File: src/sv/gbn_pkg.sv
package gbn_pkg;

   localparam int unsigned FRAME_INDEX_BITS_DEF = 16;
   localparam int unsigned MAX_WINDOW_DEF = 32;
   localparam int unsigned RESULT_CAP = 32;

   localparam int unsigned MOD_W = 9;
   localparam int unsigned WIN_W = 6;
   localparam int unsigned TICK_W = 8;
   localparam int unsigned SEQ_W = 8;
   localparam int unsigned REQ_W = 3;
   localparam int unsigned KIND_W = 3;
   localparam int unsigned STATUS_W = 2;
   localparam int unsigned CSR_IDX_W = 2;
   localparam int unsigned CSR_DATA_W = 9;

   localparam logic [MOD_W-1:0] MOD_MIN = MOD_W'(2);
   localparam logic [MOD_W-1:0] MOD_MAX = MOD_W'(256);
   localparam logic [MOD_W-1:0] MOD_RESET = MOD_W'(8);
   localparam logic [WIN_W-1:0] WIN_RESET = WIN_W'(5);
   localparam logic [TICK_W-1:0] TICKS_RESET = TICK_W'(3);

   typedef enum logic [REQ_W-1:0] {
      REQ_START = 3'd0,
      REQ_TICK  = 3'd1,
      REQ_ACK   = 3'd2,
      REQ_NAK   = 3'd3,
      REQ_DATA  = 3'd4,
      REQ_END   = 3'd5
   } req_kind_type;

   typedef enum logic [KIND_W-1:0] {
      KIND_DATA    = 3'd0,
      KIND_ACK     = 3'd1,
      KIND_NAK     = 3'd2,
      KIND_DISCARD = 3'd3,
      KIND_END     = 3'd4
   } out_kind_type;

   typedef enum logic [STATUS_W-1:0] {
      STAT_NEW     = 2'd0,
      STAT_NAK     = 2'd1,
      STAT_TIMEOUT = 2'd2
   } send_status_type;

   typedef enum logic [CSR_IDX_W-1:0] {
      CSR_SEQ_MODULUS   = 2'd0,
      CSR_SEND_WINDOW   = 2'd1,
      CSR_TIMEOUT_TICKS = 2'd2
   } csr_index_type;

   typedef enum logic [1:0] {
      SEL_ACKED    = 2'd0,
      SEL_NEXT     = 2'd1,
      SEL_TOTAL    = 2'd2,
      SEL_EXPECTED = 2'd3
   } mod_sel_type;

   typedef struct packed {
      logic         latch_req;
      logic         start_xfer;
      logic         tick_inc;
      logic         timeout;
      logic         nak_rewind;
      logic         ack_inc;
      logic         stop_timer;
      logic         mod_start;
      mod_sel_type  mod_sel;
      logic         nextmod_copy;
      logic         calc_limit;
      logic         emit;
      out_kind_type emit_kind;
      logic         emit_last;
      logic         burst_step;
      logic         timer_arm;
      logic         end_clear;
      logic         exp_clear;
   } gbn_cmd_type;

   typedef struct packed {
      logic [REQ_W-1:0] req_type;
      logic             busy;
      logic             timer_running;
      logic             timer_expire;
      logic             hs_valid;
      logic             ack_beyond_hs;
      logic             cnt_zero;
      logic             acked_last;
      logic             next_eq_acked;
      logic             burst_more;
      logic             burst_last;
      logic             nak_match;
      logic             seq_match;
      logic             crc_ok;
      logic             mod_done;
      logic             slot_free;
   } gbn_status_type;

endpackage

File: src/sv/gbn_req_if.sv
interface gbn_req_if import gbn_pkg::*; #(
   parameter int unsigned FRAME_INDEX_BITS = FRAME_INDEX_BITS_DEF
);
   logic                        valid;
   logic                        ready;
   logic [REQ_W-1:0]            req_type;
   logic [FRAME_INDEX_BITS-1:0] frame_count;
   logic [SEQ_W-1:0]            seq_number;
   logic [SEQ_W-1:0]            ack_number;
   logic                        crc_ok;

   modport source (
      output valid, req_type, frame_count, seq_number, ack_number, crc_ok,
      input  ready
   );

   modport sink (
      input  valid, req_type, frame_count, seq_number, ack_number, crc_ok,
      output ready
   );
endinterface

File: src/sv/gbn_rsp_if.sv
interface gbn_rsp_if import gbn_pkg::*; #(
   parameter int unsigned FRAME_INDEX_BITS = FRAME_INDEX_BITS_DEF
);
   logic                        valid;
   logic                        ready;
   logic [KIND_W-1:0]           out_kind;
   logic [FRAME_INDEX_BITS-1:0] frame_index;
   logic [SEQ_W-1:0]            wire_seq;
   logic [SEQ_W-1:0]            wire_ack;
   logic [STATUS_W-1:0]         send_status;
   logic                        last_result;

   modport source (
      output valid, out_kind, frame_index, wire_seq, wire_ack, send_status, last_result,
      input  ready
   );

   modport sink (
      input  valid, out_kind, frame_index, wire_seq, wire_ack, send_status, last_result,
      output ready
   );
endinterface

File: src/sv/gbn_rem.sv
module gbn_rem import gbn_pkg::*; #(
   parameter int unsigned DIVIDEND_W = FRAME_INDEX_BITS_DEF
) (
   input  logic                  clock,
   input  logic                  reset,
   input  logic                  start,
   input  logic [DIVIDEND_W-1:0] dividend,
   input  logic [MOD_W-1:0]      divisor,
   output logic                  done,
   output logic [SEQ_W-1:0]      remainder
);

   localparam int unsigned CNT_W = $clog2(DIVIDEND_W + 1);

   logic                  active_ff, active_in;
   logic [CNT_W-1:0]      cnt_ff, cnt_in;
   logic [MOD_W-1:0]      rem_ff, rem_in;
   logic [DIVIDEND_W-1:0] dvd_ff, dvd_in;

   logic [MOD_W:0]   trial;
   logic [MOD_W:0]   trial_sub;
   logic [MOD_W-1:0] rem_step;
   logic             last;

   // one dividend bit per cycle, restoring
   always_comb begin
      trial = {rem_ff, dvd_ff[DIVIDEND_W-1]};
      trial_sub = trial - {1'b0, divisor};
      rem_step = (trial >= {1'b0, divisor}) ? trial_sub[MOD_W-1:0] : trial[MOD_W-1:0];
      last = active_ff && (cnt_ff == CNT_W'(1));
   end

   assign done = last;
   assign remainder = rem_step[SEQ_W-1:0];

   always_comb begin
      active_in = active_ff;
      cnt_in = cnt_ff;
      rem_in = rem_ff;
      dvd_in = dvd_ff;
      if (start) begin
         active_in = 1'b1;
         cnt_in = CNT_W'(DIVIDEND_W);
         rem_in = '0;
         dvd_in = dividend;
      end else if (active_ff) begin
         rem_in = rem_step;
         dvd_in = {dvd_ff[DIVIDEND_W-2:0], 1'b0};
         cnt_in = cnt_ff - CNT_W'(1);
         if (last) begin
            active_in = 1'b0;
         end
      end
   end

   always_ff @(posedge clock) begin
      if (reset) begin
         active_ff <= 1'b0;
         cnt_ff <= '0;
      end else begin
         active_ff <= active_in;
         cnt_ff <= cnt_in;
      end
      rem_ff <= rem_in;
      dvd_ff <= dvd_in;
   end

endmodule

File: src/sv/gbn_dp.sv
module gbn_dp import gbn_pkg::*; #(
   parameter int unsigned FRAME_INDEX_BITS = FRAME_INDEX_BITS_DEF,
   parameter int unsigned MAX_WINDOW = MAX_WINDOW_DEF
) (
   input  logic                        clock,
   input  logic                        reset,
   input  gbn_cmd_type                 cmd,
   output gbn_status_type              status,
   input  logic [REQ_W-1:0]            req_type,
   input  logic [FRAME_INDEX_BITS-1:0] frame_count,
   input  logic [SEQ_W-1:0]            seq_number,
   input  logic [SEQ_W-1:0]            ack_number,
   input  logic                        crc_ok,
   input  logic                        csr_write_en,
   input  logic [CSR_IDX_W-1:0]        csr_index,
   input  logic [CSR_DATA_W-1:0]       csr_wdata,
   output logic                        rsp_valid,
   input  logic                        rsp_ready,
   output logic [KIND_W-1:0]           rsp_out_kind,
   output logic [FRAME_INDEX_BITS-1:0] rsp_frame_index,
   output logic [SEQ_W-1:0]            rsp_wire_seq,
   output logic [SEQ_W-1:0]            rsp_wire_ack,
   output logic [STATUS_W-1:0]         rsp_send_status,
   output logic                        rsp_last_result
);

   localparam int unsigned FIB = FRAME_INDEX_BITS;
   localparam int unsigned WIN_CAP = (MAX_WINDOW < RESULT_CAP) ? MAX_WINDOW : RESULT_CAP;
   localparam int unsigned DIV_W = (FIB > SEQ_W + 1) ? FIB : SEQ_W + 1;

   // latched beat
   logic [REQ_W-1:0] req_type_ff, req_type_in;
   logic [FIB-1:0]   count_ff, count_in;
   logic [SEQ_W-1:0] seq_ff, seq_in;
   logic [SEQ_W-1:0] nak_ff, nak_in;
   logic             crc_ff, crc_in;

   // configuration
   logic [MOD_W-1:0]  mod_ff, mod_in;
   logic [WIN_W-1:0]  win_ff, win_in;
   logic [TICK_W-1:0] ticks_ff, ticks_in;

   // sender and receiver state
   logic [FIB-1:0]    total_ff, total_in;
   logic [FIB-1:0]    acked_ff, acked_in;
   logic [FIB-1:0]    next_ff, next_in;
   logic [FIB-1:0]    hs_ff, hs_in;
   logic              hs_valid_ff, hs_valid_in;
   logic              nak_flag_ff, nak_flag_in;
   logic              tout_flag_ff, tout_flag_in;
   logic              busy_ff, busy_in;
   logic              timer_run_ff, timer_run_in;
   logic [TICK_W-1:0] timer_cnt_ff, timer_cnt_in;
   logic [SEQ_W-1:0]  exp_ff, exp_in;

   // sequence numbers modulo the effective modulus
   logic [SEQ_W-1:0] ackmod_ff, ackmod_in;
   logic [SEQ_W-1:0] nextmod_ff, nextmod_in;
   logic [SEQ_W-1:0] totalmod_ff, totalmod_in;
   logic [FIB:0]     limit_ff, limit_in;
   mod_sel_type      mod_sel_ff, mod_sel_in;

   // result register
   logic                rsp_valid_ff, rsp_valid_in;
   logic [KIND_W-1:0]   kind_ff, kind_in;
   logic [FIB-1:0]      index_ff, index_in;
   logic [SEQ_W-1:0]    wseq_ff, wseq_in;
   logic [SEQ_W-1:0]    wack_ff, wack_in;
   logic [STATUS_W-1:0] sstat_ff, sstat_in;
   logic                last_ff, last_in;

   logic [MOD_W-1:0]  mod_eff;
   logic [WIN_W-1:0]  win_eff;
   logic [TICK_W-1:0] ticks_eff;
   logic [TICK_W-1:0] timer_inc;
   logic [FIB-1:0]    acked_plus1;
   logic [FIB-1:0]    rem_frames;
   logic [FIB-1:0]    cur_win;
   logic [FIB:0]      limit_calc;
   logic [FIB:0]      next_plus1;
   logic              is_new;
   send_status_type   data_status;
   logic [MOD_W-1:0]  nextmod_inc;
   logic [SEQ_W:0]    exp_inc;
   logic [DIV_W-1:0]  dividend;
   logic              mod_done;
   logic [SEQ_W-1:0]  mod_result;
   logic              slot_free;

   always_comb begin
      mod_eff = mod_ff;
      if (mod_ff < MOD_MIN) begin
         mod_eff = MOD_MIN;
      end else if (mod_ff > MOD_MAX) begin
         mod_eff = MOD_MAX;
      end
      win_eff = win_ff;
      if (win_ff == '0) begin
         win_eff = WIN_W'(1);
      end else if (win_ff > WIN_W'(WIN_CAP)) begin
         win_eff = WIN_W'(WIN_CAP);
      end
      ticks_eff = (ticks_ff == '0) ? TICK_W'(1) : ticks_ff;
      timer_inc = timer_cnt_ff + TICK_W'(1);
      acked_plus1 = acked_ff + FIB'(1);
      rem_frames = total_ff - acked_ff;
      cur_win = (rem_frames < FIB'(win_eff)) ? rem_frames : FIB'(win_eff);
      limit_calc = {1'b0, acked_ff} + {1'b0, cur_win};
      next_plus1 = {1'b0, next_ff} + (FIB + 1)'(1);
      is_new = !hs_valid_ff || (next_ff > hs_ff);
      if (is_new) begin
         data_status = STAT_NEW;
      end else if (nak_flag_ff) begin
         data_status = STAT_NAK;
      end else if (tout_flag_ff) begin
         data_status = STAT_TIMEOUT;
      end else begin
         data_status = STAT_NEW;
      end
      nextmod_inc = {1'b0, nextmod_ff} + MOD_W'(1);
      exp_inc = {1'b0, exp_ff} + (SEQ_W + 1)'(1);
      slot_free = !rsp_valid_ff || rsp_ready;
   end

   always_comb begin
      unique case (cmd.mod_sel)
         SEL_ACKED:    dividend = DIV_W'(acked_ff);
         SEL_NEXT:     dividend = DIV_W'(next_ff);
         SEL_TOTAL:    dividend = DIV_W'(total_ff);
         SEL_EXPECTED: dividend = DIV_W'(exp_inc);
         default:      dividend = '0;
      endcase
   end

   gbn_rem #(
      .DIVIDEND_W(DIV_W)
   ) u_rem (
      .clock(clock),
      .reset(reset),
      .start(cmd.mod_start),
      .dividend(dividend),
      .divisor(mod_eff),
      .done(mod_done),
      .remainder(mod_result)
   );

   always_comb begin
      status.req_type = req_type_ff;
      status.busy = busy_ff;
      status.timer_running = timer_run_ff;
      status.timer_expire = timer_inc >= ticks_eff;
      status.hs_valid = hs_valid_ff;
      status.ack_beyond_hs = acked_ff > hs_ff;
      status.cnt_zero = count_ff == '0;
      status.acked_last = acked_plus1 >= total_ff;
      status.next_eq_acked = next_ff == acked_ff;
      status.burst_more = {1'b0, next_ff} < limit_ff;
      status.burst_last = next_plus1 >= limit_ff;
      status.nak_match = nak_ff == ackmod_ff;
      status.seq_match = seq_ff == exp_ff;
      status.crc_ok = crc_ff;
      status.mod_done = mod_done;
      status.slot_free = slot_free;
   end

   always_comb begin
      req_type_in = req_type_ff;
      count_in = count_ff;
      seq_in = seq_ff;
      nak_in = nak_ff;
      crc_in = crc_ff;
      mod_in = mod_ff;
      win_in = win_ff;
      ticks_in = ticks_ff;
      total_in = total_ff;
      acked_in = acked_ff;
      next_in = next_ff;
      hs_in = hs_ff;
      hs_valid_in = hs_valid_ff;
      nak_flag_in = nak_flag_ff;
      tout_flag_in = tout_flag_ff;
      busy_in = busy_ff;
      timer_run_in = timer_run_ff;
      timer_cnt_in = timer_cnt_ff;
      exp_in = exp_ff;
      ackmod_in = ackmod_ff;
      nextmod_in = nextmod_ff;
      totalmod_in = totalmod_ff;
      limit_in = limit_ff;
      mod_sel_in = mod_sel_ff;
      rsp_valid_in = rsp_valid_ff;
      kind_in = kind_ff;
      index_in = index_ff;
      wseq_in = wseq_ff;
      wack_in = wack_ff;
      sstat_in = sstat_ff;
      last_in = last_ff;

      if (cmd.latch_req) begin
         req_type_in = req_type;
         count_in = frame_count;
         seq_in = seq_number;
         nak_in = ack_number;
         crc_in = crc_ok;
      end

      if (csr_write_en) begin
         unique case (csr_index)
            CSR_SEQ_MODULUS:   mod_in = csr_wdata[MOD_W-1:0];
            CSR_SEND_WINDOW:   win_in = csr_wdata[WIN_W-1:0];
            CSR_TIMEOUT_TICKS: ticks_in = csr_wdata[TICK_W-1:0];
            default: ;
         endcase
      end

      if (cmd.start_xfer) begin
         total_in = count_ff;
         acked_in = '0;
         next_in = '0;
         hs_valid_in = 1'b0;
         nak_flag_in = 1'b0;
         tout_flag_in = 1'b0;
         busy_in = count_ff != '0;
         timer_run_in = 1'b0;
         timer_cnt_in = '0;
         ackmod_in = '0;
         nextmod_in = '0;
         totalmod_in = '0;
      end

      if (cmd.tick_inc) begin
         timer_cnt_in = timer_inc;
      end

      if (cmd.timeout) begin
         timer_run_in = 1'b0;
         tout_flag_in = 1'b1;
         next_in = acked_ff;
      end

      if (cmd.nak_rewind) begin
         nak_flag_in = 1'b1;
         timer_run_in = 1'b0;
         next_in = acked_ff;
      end

      // acked frames are never resent
      if (cmd.ack_inc) begin
         acked_in = acked_plus1;
         if (next_ff < acked_plus1) begin
            next_in = acked_plus1;
         end
      end

      if (cmd.stop_timer) begin
         timer_run_in = 1'b0;
      end

      if (cmd.mod_start) begin
         mod_sel_in = cmd.mod_sel;
      end

      if (mod_done) begin
         unique case (mod_sel_ff)
            SEL_ACKED:    ackmod_in = mod_result;
            SEL_NEXT:     nextmod_in = mod_result;
            SEL_TOTAL:    totalmod_in = mod_result;
            SEL_EXPECTED: exp_in = mod_result;
            default: ;
         endcase
      end

      if (cmd.nextmod_copy) begin
         nextmod_in = ackmod_ff;
      end

      if (cmd.calc_limit) begin
         limit_in = limit_calc;
      end

      if (cmd.burst_step) begin
         if (is_new) begin
            hs_in = next_ff;
            hs_valid_in = 1'b1;
            nak_flag_in = 1'b0;
            tout_flag_in = 1'b0;
         end
         next_in = next_ff + FIB'(1);
         nextmod_in = (nextmod_inc == mod_eff) ? '0 : nextmod_inc[SEQ_W-1:0];
      end

      if (cmd.timer_arm && !timer_run_ff) begin
         timer_run_in = 1'b1;
         timer_cnt_in = '0;
      end

      // total_frames is kept
      if (cmd.end_clear) begin
         acked_in = '0;
         next_in = '0;
         hs_valid_in = 1'b0;
         nak_flag_in = 1'b0;
         tout_flag_in = 1'b0;
         busy_in = 1'b0;
         timer_run_in = 1'b0;
         timer_cnt_in = '0;
      end

      if (cmd.exp_clear) begin
         exp_in = '0;
      end

      if (rsp_valid_ff && rsp_ready) begin
         rsp_valid_in = 1'b0;
      end

      if (cmd.emit) begin
         rsp_valid_in = 1'b1;
         kind_in = cmd.emit_kind;
         last_in = cmd.emit_last;
         unique case (cmd.emit_kind)
            KIND_DATA: begin
               index_in = next_ff;
               wseq_in = nextmod_ff;
               wack_in = ackmod_ff;
               sstat_in = data_status;
            end
            KIND_END: begin
               index_in = total_ff;
               wseq_in = totalmod_ff;
               wack_in = ackmod_ff;
               sstat_in = STAT_NEW;
            end
            default: begin
               index_in = '0;
               wseq_in = seq_ff;
               wack_in = exp_ff;
               sstat_in = STAT_NEW;
            end
         endcase
      end
   end

   always_ff @(posedge clock) begin
      if (reset) begin
         mod_ff <= MOD_RESET;
         win_ff <= WIN_RESET;
         ticks_ff <= TICKS_RESET;
         total_ff <= '0;
         acked_ff <= '0;
         next_ff <= '0;
         hs_ff <= '0;
         hs_valid_ff <= 1'b0;
         nak_flag_ff <= 1'b0;
         tout_flag_ff <= 1'b0;
         busy_ff <= 1'b0;
         timer_run_ff <= 1'b0;
         timer_cnt_ff <= '0;
         exp_ff <= '0;
         ackmod_ff <= '0;
         nextmod_ff <= '0;
         totalmod_ff <= '0;
         limit_ff <= '0;
         mod_sel_ff <= SEL_ACKED;
         rsp_valid_ff <= 1'b0;
      end else begin
         mod_ff <= mod_in;
         win_ff <= win_in;
         ticks_ff <= ticks_in;
         total_ff <= total_in;
         acked_ff <= acked_in;
         next_ff <= next_in;
         hs_ff <= hs_in;
         hs_valid_ff <= hs_valid_in;
         nak_flag_ff <= nak_flag_in;
         tout_flag_ff <= tout_flag_in;
         busy_ff <= busy_in;
         timer_run_ff <= timer_run_in;
         timer_cnt_ff <= timer_cnt_in;
         exp_ff <= exp_in;
         ackmod_ff <= ackmod_in;
         nextmod_ff <= nextmod_in;
         totalmod_ff <= totalmod_in;
         limit_ff <= limit_in;
         mod_sel_ff <= mod_sel_in;
         rsp_valid_ff <= rsp_valid_in;
      end
      req_type_ff <= req_type_in;
      count_ff <= count_in;
      seq_ff <= seq_in;
      nak_ff <= nak_in;
      crc_ff <= crc_in;
      kind_ff <= kind_in;
      index_ff <= index_in;
      wseq_ff <= wseq_in;
      wack_ff <= wack_in;
      sstat_ff <= sstat_in;
      last_ff <= last_in;
   end

   assign rsp_valid = rsp_valid_ff;
   assign rsp_out_kind = kind_ff;
   assign rsp_frame_index = index_ff;
   assign rsp_wire_seq = wseq_ff;
   assign rsp_wire_ack = wack_ff;
   assign rsp_send_status = sstat_ff;
   assign rsp_last_result = last_ff;

endmodule

File: src/sv/gbn_ctrl.sv
module gbn_ctrl import gbn_pkg::*; (
   input  logic           clock,
   input  logic           reset,
   input  logic           req_valid,
   output logic           req_ready,
   input  gbn_status_type status,
   output gbn_cmd_type    cmd
);

   typedef enum logic [4:0] {
      S_IDLE,
      S_DECODE,
      S_WAIT_ACK_B,
      S_PREP,
      S_WAIT_NEXT,
      S_LIMIT,
      S_BURST,
      S_ACK_LIM,
      S_ACK_CHECK,
      S_ACK_END,
      S_WAIT_ACK_E,
      S_WAIT_TOT,
      S_EMIT_END,
      S_WAIT_ACK_N,
      S_NAK_CHECK,
      S_WAIT_EXP,
      S_RX_ACK,
      S_RX_NAK,
      S_RX_DISCARD
   } state_type;

   state_type state_ff, state_in;

   always_comb begin
      state_in = state_ff;
      cmd = '0;
      req_ready = state_ff == S_IDLE;
      cmd.latch_req = req_ready && req_valid;

      unique case (state_ff)
         S_IDLE: begin
            if (req_valid) begin
               state_in = S_DECODE;
            end
         end
         S_DECODE: begin
            state_in = S_IDLE;
            unique case (status.req_type)
               REQ_START: begin
                  if (!status.busy) begin
                     cmd.start_xfer = 1'b1;
                     state_in = status.cnt_zero ? S_EMIT_END : S_LIMIT;
                  end
               end
               REQ_TICK: begin
                  if (status.busy && status.timer_running) begin
                     cmd.tick_inc = 1'b1;
                     if (status.timer_expire) begin
                        cmd.timeout = 1'b1;
                        cmd.mod_start = 1'b1;
                        cmd.mod_sel = SEL_ACKED;
                        state_in = S_WAIT_ACK_B;
                     end
                  end
               end
               REQ_ACK: begin
                  if (status.busy && status.hs_valid && !status.ack_beyond_hs) begin
                     cmd.ack_inc = 1'b1;
                     state_in = status.acked_last ? S_ACK_END : S_ACK_LIM;
                  end
               end
               REQ_NAK: begin
                  if (status.busy) begin
                     cmd.mod_start = 1'b1;
                     cmd.mod_sel = SEL_ACKED;
                     state_in = S_WAIT_ACK_N;
                  end
               end
               REQ_DATA: begin
                  if (!status.seq_match) begin
                     state_in = S_RX_DISCARD;
                  end else if (status.crc_ok) begin
                     cmd.mod_start = 1'b1;
                     cmd.mod_sel = SEL_EXPECTED;
                     state_in = S_WAIT_EXP;
                  end else begin
                     state_in = S_RX_NAK;
                  end
               end
               REQ_END: begin
                  cmd.exp_clear = 1'b1;
               end
               default: ;
            endcase
         end
         S_WAIT_ACK_B: begin
            if (status.mod_done) begin
               state_in = S_PREP;
            end
         end
         S_PREP: begin
            if (status.next_eq_acked) begin
               cmd.nextmod_copy = 1'b1;
               state_in = S_LIMIT;
            end else begin
               cmd.mod_start = 1'b1;
               cmd.mod_sel = SEL_NEXT;
               state_in = S_WAIT_NEXT;
            end
         end
         S_WAIT_NEXT: begin
            if (status.mod_done) begin
               state_in = S_LIMIT;
            end
         end
         S_LIMIT: begin
            cmd.calc_limit = 1'b1;
            state_in = S_BURST;
         end
         S_BURST: begin
            if (status.slot_free) begin
               cmd.emit = 1'b1;
               cmd.emit_kind = KIND_DATA;
               cmd.emit_last = status.burst_last;
               cmd.burst_step = 1'b1;
               if (status.burst_last) begin
                  cmd.timer_arm = 1'b1;
                  state_in = S_IDLE;
               end
            end
         end
         S_ACK_LIM: begin
            cmd.calc_limit = 1'b1;
            state_in = S_ACK_CHECK;
         end
         S_ACK_CHECK: begin
            if (status.burst_more) begin
               cmd.stop_timer = 1'b1;
               cmd.mod_start = 1'b1;
               cmd.mod_sel = SEL_ACKED;
               state_in = S_WAIT_ACK_B;
            end else begin
               state_in = S_IDLE;
            end
         end
         S_ACK_END: begin
            cmd.mod_start = 1'b1;
            cmd.mod_sel = SEL_ACKED;
            state_in = S_WAIT_ACK_E;
         end
         S_WAIT_ACK_E: begin
            if (status.mod_done) begin
               cmd.mod_start = 1'b1;
               cmd.mod_sel = SEL_TOTAL;
               state_in = S_WAIT_TOT;
            end
         end
         S_WAIT_TOT: begin
            if (status.mod_done) begin
               state_in = S_EMIT_END;
            end
         end
         S_EMIT_END: begin
            if (status.slot_free) begin
               cmd.emit = 1'b1;
               cmd.emit_kind = KIND_END;
               cmd.emit_last = 1'b1;
               cmd.end_clear = 1'b1;
               state_in = S_IDLE;
            end
         end
         S_WAIT_ACK_N: begin
            if (status.mod_done) begin
               state_in = S_NAK_CHECK;
            end
         end
         S_NAK_CHECK: begin
            if (status.nak_match) begin
               cmd.nak_rewind = 1'b1;
               state_in = S_PREP;
            end else begin
               state_in = S_IDLE;
            end
         end
         S_WAIT_EXP: begin
            if (status.mod_done) begin
               state_in = S_RX_ACK;
            end
         end
         S_RX_ACK: begin
            if (status.slot_free) begin
               cmd.emit = 1'b1;
               cmd.emit_kind = KIND_ACK;
               cmd.emit_last = 1'b1;
               state_in = S_IDLE;
            end
         end
         S_RX_NAK: begin
            if (status.slot_free) begin
               cmd.emit = 1'b1;
               cmd.emit_kind = KIND_NAK;
               cmd.emit_last = 1'b1;
               state_in = S_IDLE;
            end
         end
         S_RX_DISCARD: begin
            if (status.slot_free) begin
               cmd.emit = 1'b1;
               cmd.emit_kind = KIND_DISCARD;
               cmd.emit_last = 1'b1;
               state_in = S_IDLE;
            end
         end
         default: begin
            state_in = S_IDLE;
         end
      endcase
   end

   always_ff @(posedge clock) begin
      if (reset) begin
         state_ff <= S_IDLE;
      end else begin
         state_ff <= state_in;
      end
   end

endmodule

File: src/sv/go_back_n_arq_endpoint.sv
// input ready only in idle, reached from decode or after the last result
// seq_modulus reductions run bit-serially over max(FRAME_INDEX_BITS, 9) dividend bits
// first result after the beat: start, discard and rx nak need no reduction, good frame one,
// timeout and nak one, opened window one or two, final ack two
// a burst then issues one data frame a cycle while rsp_ready holds
// synchronous active-high reset: registers 8, 5, 3, sender idle, expected sequence 0
module go_back_n_arq_endpoint import gbn_pkg::*; #(
   parameter int unsigned FRAME_INDEX_BITS = FRAME_INDEX_BITS_DEF,
   parameter int unsigned MAX_WINDOW = MAX_WINDOW_DEF
) (
   input  logic                  clock,
   input  logic                  reset,
   gbn_req_if.sink               req_bus,
   gbn_rsp_if.source             rsp_bus,
   input  logic                  csr_write_en,
   input  logic [CSR_IDX_W-1:0]  csr_index,
   input  logic [CSR_DATA_W-1:0] csr_wdata
);

   gbn_cmd_type    cmd;
   gbn_status_type status;
   logic           req_ready;

   gbn_ctrl u_ctrl (
      .clock(clock),
      .reset(reset),
      .req_valid(req_bus.valid),
      .req_ready(req_ready),
      .status(status),
      .cmd(cmd)
   );

   gbn_dp #(
      .FRAME_INDEX_BITS(FRAME_INDEX_BITS),
      .MAX_WINDOW(MAX_WINDOW)
   ) u_dp (
      .clock(clock),
      .reset(reset),
      .cmd(cmd),
      .status(status),
      .req_type(req_bus.req_type),
      .frame_count(req_bus.frame_count),
      .seq_number(req_bus.seq_number),
      .ack_number(req_bus.ack_number),
      .crc_ok(req_bus.crc_ok),
      .csr_write_en(csr_write_en),
      .csr_index(csr_index),
      .csr_wdata(csr_wdata),
      .rsp_valid(rsp_bus.valid),
      .rsp_ready(rsp_bus.ready),
      .rsp_out_kind(rsp_bus.out_kind),
      .rsp_frame_index(rsp_bus.frame_index),
      .rsp_wire_seq(rsp_bus.wire_seq),
      .rsp_wire_ack(rsp_bus.wire_ack),
      .rsp_send_status(rsp_bus.send_status),
      .rsp_last_result(rsp_bus.last_result)
   );

   assign req_bus.ready = req_ready;

endmodule
File: src/flat_wrapper.sv
// flat-port wrapper written by rule: the top's interface ports become plain ports
module go_back_n_arq_endpoint_flat import gbn_pkg::*;
#(
   parameter int unsigned FRAME_INDEX_BITS = FRAME_INDEX_BITS_DEF,
   parameter int unsigned MAX_WINDOW = MAX_WINDOW_DEF
)
  (clock, reset, csr_write_en, csr_index, csr_wdata, req_bus_valid, req_bus_req_type, req_bus_frame_count, req_bus_seq_number, req_bus_ack_number, req_bus_crc_ok, req_bus_ready, rsp_bus_valid, rsp_bus_out_kind, rsp_bus_frame_index, rsp_bus_wire_seq, rsp_bus_wire_ack, rsp_bus_send_status, rsp_bus_last_result, rsp_bus_ready);
  gbn_req_if #(.FRAME_INDEX_BITS(FRAME_INDEX_BITS)) req_bus_i ();
  gbn_rsp_if #(.FRAME_INDEX_BITS(FRAME_INDEX_BITS)) rsp_bus_i ();
  input  logic clock;
  input  logic reset;
  input  logic csr_write_en;
  input  logic [CSR_IDX_W-1:0] csr_index;
  input  logic [CSR_DATA_W-1:0] csr_wdata;
  input wire logic [$bits(req_bus_i.valid)-1:0] req_bus_valid;
  input wire logic [$bits(req_bus_i.req_type)-1:0] req_bus_req_type;
  input wire logic [$bits(req_bus_i.frame_count)-1:0] req_bus_frame_count;
  input wire logic [$bits(req_bus_i.seq_number)-1:0] req_bus_seq_number;
  input wire logic [$bits(req_bus_i.ack_number)-1:0] req_bus_ack_number;
  input wire logic [$bits(req_bus_i.crc_ok)-1:0] req_bus_crc_ok;
  output wire logic [$bits(req_bus_i.ready)-1:0] req_bus_ready;
  output wire logic [$bits(rsp_bus_i.valid)-1:0] rsp_bus_valid;
  output wire logic [$bits(rsp_bus_i.out_kind)-1:0] rsp_bus_out_kind;
  output wire logic [$bits(rsp_bus_i.frame_index)-1:0] rsp_bus_frame_index;
  output wire logic [$bits(rsp_bus_i.wire_seq)-1:0] rsp_bus_wire_seq;
  output wire logic [$bits(rsp_bus_i.wire_ack)-1:0] rsp_bus_wire_ack;
  output wire logic [$bits(rsp_bus_i.send_status)-1:0] rsp_bus_send_status;
  output wire logic [$bits(rsp_bus_i.last_result)-1:0] rsp_bus_last_result;
  input wire logic [$bits(rsp_bus_i.ready)-1:0] rsp_bus_ready;
  assign req_bus_i.valid = req_bus_valid;
  assign req_bus_i.req_type = req_bus_req_type;
  assign req_bus_i.frame_count = req_bus_frame_count;
  assign req_bus_i.seq_number = req_bus_seq_number;
  assign req_bus_i.ack_number = req_bus_ack_number;
  assign req_bus_i.crc_ok = req_bus_crc_ok;
  assign req_bus_ready = req_bus_i.ready;
  assign rsp_bus_valid = rsp_bus_i.valid;
  assign rsp_bus_out_kind = rsp_bus_i.out_kind;
  assign rsp_bus_frame_index = rsp_bus_i.frame_index;
  assign rsp_bus_wire_seq = rsp_bus_i.wire_seq;
  assign rsp_bus_wire_ack = rsp_bus_i.wire_ack;
  assign rsp_bus_send_status = rsp_bus_i.send_status;
  assign rsp_bus_last_result = rsp_bus_i.last_result;
  assign rsp_bus_i.ready = rsp_bus_ready;
  go_back_n_arq_endpoint #(.FRAME_INDEX_BITS(FRAME_INDEX_BITS), .MAX_WINDOW(MAX_WINDOW)) u_core (.clock(clock), .reset(reset), .req_bus(req_bus_i), .rsp_bus(rsp_bus_i), .csr_write_en(csr_write_en), .csr_index(csr_index), .csr_wdata(csr_wdata));
endmodule
File: config.mk
export PLATFORM = sky130hd
export DESIGN_NAME = go_back_n_arq_endpoint_flat
export DESIGN_NICKNAME = d
export VERILOG_FILES = /design/src/sv/gbn_pkg.sv /design/src/sv/gbn_req_if.sv /design/src/sv/gbn_rsp_if.sv /design/src/sv/gbn_rem.sv /design/src/sv/gbn_dp.sv /design/src/sv/gbn_ctrl.sv /design/src/sv/go_back_n_arq_endpoint.sv /design/src/flat_wrapper.sv
export SDC_FILE = /design/constraint.sdc
export NUM_CORES = 1
export LEC_CHECK = 0
export BUFFER_PORTS_ARGS = -buffer_cell sky130_fd_sc_hd__buf_4
export CORE_MARGIN = 3
export CORE_UTILIZATION = 30
export CTS_CLUSTER_DIAMETER = 80
export CTS_CLUSTER_SIZE = 12
export DETAILED_ROUTE_END_ITERATION = 10
export GPL_TIMING_DRIVEN = 0
export PLACE_DENSITY = 0.42
export SLEW_MARGIN = 0
export SYNTH_ARGS = -nofsm -noshare
export SYNTH_HDL_FRONTEND = slang
export SYNTH_SLANG_ARGS = --single-unit
File: constraint.sdc
create_clock -name clock -period 6.08 [get_ports clock]
set_input_delay 0.304 -clock clock [delete_from_list [all_inputs] [get_ports clock]]
set_output_delay 0.304 -clock clock [all_outputs]
set_load 0.02 [all_outputs]
**Yosys cells after proc, flatten, opt, wreduce, memory -nomap -nowiden**

Cells that the tools add are included.

- Flip-flop bits (word level): 262
- Latch bits: 0
- RAM bits: 0
- ROM bits: 0
- Bits of input ports: 52
- Output and inout port bits: 40
- Word-level logic and storage cells: 272
- Memories: 0

- $add $sub $neg: 10
- $mul: 0
- Divide/modulo/power cells: 0
- $lt $le $gt $ge: 12
- Equal/unequal tests: 47
- Shift-type cells: 0
- Multiplexer cells: 121
- Bitwise gates (word level): 1
- Reductions and logical operators: 43

Operators with widths:

| kind | number |
|---|---|
| $mux W16 | 11 |
| $mux W8 | 16 |
| $mux W5 | 18 |
| $pmux W5 S16 | 1 |
| $pmux W16 S4 | 1 |
| $pmux W5 S5 | 2 |
| $eq A5 B4 Y1 const B | 8 |
| $mux W1 | 40 |
| $add A16 B1 Y16 const B | 2 |
| $gt A16 B16 Y1 | 2 |
| $pmux W16 S2 | 1 |
| $mux W9 | 3 |
| $mux W3 | 8 |
| $mux W4 | 6 |
| $eq A5 B3 Y1 const B | 4 |
| $add A8 B1 Y9 const B | 2 |
| $ne A2 B2 Y1 const B | 9 |
| $add A16 B1 Y17 const B | 1 |
| $add A16 B16 Y17 | 1 |
| $ge A17 B17 Y1 | 1 |
| $lt A16 B17 Y1 | 1 |
| $eq A16 B16 Y1 | 1 |
| $eq A8 B8 Y1 | 2 |
| $ge A16 B16 Y1 | 1 |
| other kinds (45) | 92 |

**Logic depth before layout (Yosys ltp)**

- Depth in word-level cells: 13
- Mapped depth: 28
- Mapped depth without buffers: 27

**Hierarchy**

Synthesis repeated with hierarchy kept, for this count alone.

- Cell total of the unflattened synthesis: 2,006
- Area, all modules: 17,833.4 um^2

By module, submodules not included:

| module | times used | cells each | area each (um^2) | seq. area each (um^2) |
|---|---|---|---|---|
| gbn_dp | 1 | 1,677 | 14,978.1 | 5,265.0 |
| gbn_rem | 1 | 191 | 1,924.3 | 780.7 |
| gbn_ctrl | 1 | 138 | 930.9 | 100.1 |

**Worst setup path before layout**

No wires, ideal clock.

- Path type: register to register
- Start point: reg u_core.u_dp.acked_ff[1]
- End point: reg u_core.u_dp.limit_ff[14]
- Setup time: 0.095 ns
- Arrival time: 5.467 ns
- Data required time: 5.985 ns
- Path slack: 0.518 ns
- Stages on the path, launching flop included: 29
- Buffers on the path: 1
- Clock period less this slack: 5.562 ns
- Path through: dfxtp_1 -> buf_2 -> inv_1 -> ha_1 -> nand2b_1 -> a21oi_1 -> a211o_1 -> a21oi_1 -> xnor2_1 -> ha_1 -> and4_1 -> a222oi_1 -> o2111ai_1 -> a211oi_1 -> nand4_1 -> nor4_2 -> o2111ai_2 -> mux2i_1 -> ha_1 -> inv_1 -> fa_1 -> nor2b_1 -> o21a_1 -> o21ai_0 -> a21o_1 -> a31oi_1 -> a31oi_1 -> or4_1 -> o311ai_1

- Longest elaborated chain between the ends: 4

RTL lines:

| item | RTL line | source |
|---|---|---|
| start, declared | gbn_dp.sv:45 | `logic [FIB-1:0] acked_ff, acked_in;` |
| start signal, assigned | gbn_dp.sv:371 | `acked_ff <= acked_in;` |
| $sub A16 B16 Y16 | gbn_dp.sv:106 | `rem_frames = total_ff - acked_ff;` |
| $lt A16 B6 Y1 | gbn_dp.sv:107 | `cur_win = (rem_frames < FIB'(win_eff)) ? rem_frames : FIB'(win_eff);` |
| $mux W16 | gbn_dp.sv:107 |  |
| $add A16 B16 Y17 * | gbn_dp.sv:108 | `limit_calc = {1'b0, acked_ff} + {1'b0, cur_win};` |
| end signal, assigned | gbn_dp.sv:384 | `limit_ff <= limit_in;` |
| end, declared | gbn_dp.sv:60 | `logic [FIB:0] limit_ff, limit_in;` |

Mark *: on every way between the ends. The rest lies on a longest branch, timed or not.
A chain may end at the register's enable or synchronous reset.

**Final worst setup path**

- Start point: reg u_core.u_dp.acked_ff[10]
- End point: reg u_core.u_dp.limit_ff[14]

The elaborated chain is that of the path after synthesis.

==> impl_summary.md <==
Status
The run finished with clean final reports.

Placement
The post-placement cell count is 2,836. The placed instances occupy a cell area of 0.0190 mm². The post-detailed-placement half-perimeter wirelength is 55.7 mm. At the end of routability-driven placement, the weighted congestion stood at 0.943. The post-placement worst setup slack is -0.781 ns. The count of input and output buffers is 90.

Timing
The worst pin sits at a relative slew slack of 12.2%. The final setup slack of the worst path is 0.145 ns. Setup violations remaining at the end of the flow were counted as 0.

The hold violation total from the final report is 0. For this run, the top clock speed supported by timing is 168 MHz. The time the final worst path needs with I/O delays and setup is 5.94 ns. The final critical-path share of the clock period is 97.6%.

For the final database, setup skew stands at 0.0268 ns. The final count of pins violating max slew was 0. For the pin with the worst max-slew slack, the measured transition is 1.32 ns.

Global routing
The global router's overall resource usage is 23.4%. The wire length of the first global-routing pass is 105 mm. The number of antenna violations at the first check in global routing is 1. The pin count of the biggest net entering global routing is 38. The number of global-route vias before repair was 16,000. The overflow left after global routing is 0.

Final layout
The area used by multi-input combinational logic is 0.0104 mm². Counting the fill cells in the layout gives 5,875. The fraction of final layout cells sized beyond drive strength 1 is 12.5%. Leaving out fill and tap cells, the most frequent cell in the layout is sky130_fd_sc_hd__dfxtp_1.

The repair_antennas step left the layout with diodes totalling 0. The count of cells in the finished layout, fillers not included, comes to 2,955. The synthesis-to-finish area growth is 20.8%.

Leaving out fill and tap cells, the most frequent cells in the layout are 163 x sky130_fd_sc_hd__dfxtp_1, 157 x sky130_fd_sc_hd__nor2_1, 150 x sky130_fd_sc_hd__ha_1, 143 x sky130_fd_sc_hd__nand2_1, 143 x sky130_fd_sc_hd__a21oi_1. Once layout is done, the placed cells without fillers occupy 0.0208 mm². The final layout net count is 2,387. The sequential cells in the finished layout cover a total of 0.00617 mm². At the end of the flow the core is filled with cells to 36.8%.

Critical path
Tracing the worst setup path back leads to its startpoint at u_core.u_dp.acked_ff[10]. The slowest stage of the critical path belongs to the cell sky130_fd_sc_hd__dfxtp_1. STA classifies the critical path endpoint as a register. The signal on the critical path passes through clkbuf_1, inv_1, ha_1, inv_1, a2111oi_0, o2111ai_1, a211oi_1, nand4_1, nor4_4, o2111ai_4, mux2i_1, ha_2, inv_2, fa_2, nor2b_1, o21a_1, o21ai_4, a21o_1, a31oi_4, a31oi_4, or4_4, o311ai_2. The worst setup path is of the reg -> reg kind. The arrival time reported for the critical path endpoint is 6.42 ns. In this design, the stage delay of the slowest critical-path cell is 0.57 ns. The critical path's top delay family is compound AO/OA/AOI/OAI gates. The sort of element at the start of the critical path is a register.

The required time of the critical path is 6.56 ns. The critical-path maximum fanout is 7. The worst reg-to-reg setup slack is 0.14 ns. The buffer and inverter count on the worst path is 4.

The startpoint identified for the worst register-to-register timing path is u_core.u_dp.acked_ff[10].

Synthesis
Among all flip-flop cells after synthesis, the most frequent one is sky130_fd_sc_hd__dfxtp_1. The share of the Yosys chip area taken by registers is 35.6%. After Yosys synthesis, XOR and XNOR cells account for 5.43% of the synthesized area. In the synthesized netlist, the number of instances is 1,973. The synthesized flop and latch total is 262. After synthesis, the largest area contributor takes up 20.0% of total cell area. Summing every instance area after synthesis gives 0.0172 mm². In the synthesized netlist, mux cells make up 4.29% of the area.

The main combinational cell family by area after synthesis is compound AO/OA/AOI/OAI gates. The unique cell type count in the Yosys netlist is 92. The simple-gate share of the synthesized area is 17.6%.

Summing the areas of all fa, ha and maj instances in the mapped netlist gives 11.7% of the synthesized area. Sorting the synthesized cells by area gives the leading types as sky130_fd_sc_hd__dfxtp_1 20%, sky130_fd_sc_hd__edfxtp_1 16%, sky130_fd_sc_hd__ha_1 11%, sky130_fd_sc_hd__a21oi_1 4.2%, sky130_fd_sc_hd__nor2_1 3.4%. Dividing the synthesized area by the synthesized cell count gives 8.74 µm².

The async set-or-reset flop fraction in the synthesized netlist is 0%. Summed over all instances, the cell type with the most area after synthesis is sky130_fd_sc_hd__dfxtp_1. The count of warnings emitted by yosys is 0. The post-synthesis compound-gate area fraction is 19.9%. In this run, synthesis inferred 90 flip-flops with an integrated enable.

Hold path
The worst hold path startpoint is csr_wdata[5]. The min-delay analysis places its worst path in the category in -> reg.

CTS
Counting along the longest clock path gives a buffer depth of 3. The number of buffers inserted during clock tree synthesis is 30. The TritonCTS clock tree is done. Clock-pin slew was measured on the worst setup and hold paths at 0.07 ns. In this run the number of H-tree levels came out at 1.

The clock latency on the worst-skew pair is 0.59 ns. The number of sinks on the clock net is 262. The buffer cell driving the clock tree root is sky130_fd_sc_hd__clkbuf_16.

Floorplan
The die area is 0.0604 mm². The horizontal extent of the die is 246 µm. In this run the standard cell core region covers 0.0566 mm². The height of the die is 246 µm. Pin placement for this block handled 92 I/O pins.

The initial utilization of the core area, before any placement, comes to 30.5%. The number of rows created at floorplan is 87.

Detailed routing
For this block, the initial DRC count from the detailed router was 1,280. The post-detailed-route via-to-cell ratio is 5.46. Summing over every cut layer, the via total after detailed routing is 16,100.

In the final routed layout, each cell accounts on average for 24.3 µm. The first detailed-routing pass took 5 iterations. In the routed design, unresolved DRC markers number 0.

The count of antenna-violating nets left after detailed routing is 0. The final layout contains routed wiring with a total length of 71.8 mm.

Pwr
The worst voltage drop across the vdd grid is 0.334 mV. For this design the static power due to leakage is 7.90 nW. Dividing total power by cell area gives a power density of 300 mW/mm².

Job
The max-capacitance violation count is 0.
layer usage:
metal	track usage, %	wire length [µm]
met5	0	0
met4	8.28	2920
met3	2.91	3290
met2	39.7	33800
met1	30.6	31700
flip-flops by register name, indices dropped and copies added (netlist names), 9 cells and up:
signal and count:
u_core.u_dp.limit_ff 17, u_core.u_dp.acked_ff 16, u_core.u_dp.count_ff 16, u_core.u_dp.hs_ff 16, u_core.u_dp.next_ff 16, u_core.u_dp.rsp_frame_index 16, u_core.u_dp.total_ff 16, u_core.u_dp.u_rem.dvd_ff 16
u_core.u_dp.mod_ff 9, u_core.u_dp.u_rem.rem_ff 9
worst min-delay path: cells and delay by family:
kind,cells,cell delay (ns)
buf+inv,1,0.11
mux,1,0.06
simple gates,1,0.07
per-stage QoR:
step           power [mW]  hold slack, ns  setup TNS (ns)
2_1_floorplan        3.52           0.403               0
6_report             6.26          0.0174               0
4_1_cts              6.24         0.00354               0
3_5_place_dp         4.26           0.444           -3.93
5_1_grt              6.57          0.0298         -0.0412
3_3_place_gp         4.23           0.443          -49.22
Yosys cell counts, types with 11 or more instances:
| master | number |
|---|---|
| sky130_fd_sc_hd__xnor2_1 | 59 |
| sky130_fd_sc_hd__nor2_1 | 158 |
| sky130_fd_sc_hd__nand2_1 | 144 |
| sky130_fd_sc_hd__nand2b_1 | 24 |
| sky130_fd_sc_hd__nand4_1 | 41 |
| sky130_fd_sc_hd__nor3_1 | 51 |
| sky130_fd_sc_hd__and2_1 | 11 |
| sky130_fd_sc_hd__buf_2 | 13 |
| sky130_fd_sc_hd__a22oi_1 | 23 |
| sky130_fd_sc_hd__o21ai_0 | 54 |
| sky130_fd_sc_hd__a22o_1 | 17 |
| sky130_fd_sc_hd__mux2i_1 | 39 |
| sky130_fd_sc_hd__xor2_1 | 48 |
| sky130_fd_sc_hd__mux2_2 | 28 |
| sky130_fd_sc_hd__a221o_1 | 11 |
| sky130_fd_sc_hd__nor2b_1 | 26 |
| sky130_fd_sc_hd__o21a_1 | 18 |
| sky130_fd_sc_hd__a211oi_1 | 42 |
| sky130_fd_sc_hd__o31ai_1 | 22 |
| sky130_fd_sc_hd__nor4_1 | 27 |
| sky130_fd_sc_hd__nand3_1 | 75 |
| sky130_fd_sc_hd__ha_1 | 157 |
| sky130_fd_sc_hd__a21oi_1 | 145 |
| sky130_fd_sc_hd__clkbuf_1 | 87 |
| sky130_fd_sc_hd__edfxtp_1 | 90 |
| sky130_fd_sc_hd__inv_1 | 127 |
| sky130_fd_sc_hd__o211ai_1 | 13 |
| sky130_fd_sc_hd__dfxtp_1 | 172 |
| sky130_fd_sc_hd__o21ai_1 | 22 |
| sky130_fd_sc_hd__a31oi_1 | 29 |
| sky130_fd_sc_hd__a21o_1 | 28 |
where the power goes:
part	leakage [nW]	switching [mW]	internal, mW
clock network	0.482	0.806	1.08
logic	5.18	1.32	0.824
registers	2.23	0.157	2.08
final cells by class:
type | count | area share, %
multi-input combinational | 1479 | 50.1
sequential | 262 | 29.6
timing repair buffer | 162 | 6.42
tap | 756 | 4.54
clock buffer | 44 | 3.96
inverter | 134 | 2.44
buffer | 106 | 2.17
clock inverter | 12 | 0.793
kinds of logic (layout without fill, tap and decap cells):
group	count (synthesis)	in the layout
muxes	70	70
and+or+nand+nor	619	619
AOI/OAI and AO/OA	513	513
buffers and inverters	241	458
xor gates and xnor gates	107	107
other	1	10
adders and majority gates	160	160
DFF	262	262
final timing paths:
check        cells past startpoint                       end
max                             22  u_core.u_dp.limit_ff[14]
min                              3     u_core.u_dp.win_ff[5]
min reg2reg                      2   u_core.u_dp.limit_ff[6]
max reg2reg                     22  u_core.u_dp.limit_ff[14]
timing repair:
item                                    CTS  global route
endpoints found under the hold margin    47             0
pin swaps                                 8            28
hold buffers                             43             0
gates cloned                              0             0
setup buffers                             7            14
gates resized for setup                  33            39
endpoints found under the setup margin   12             7
No activity file was read; power rests on OpenSTA's default activity.
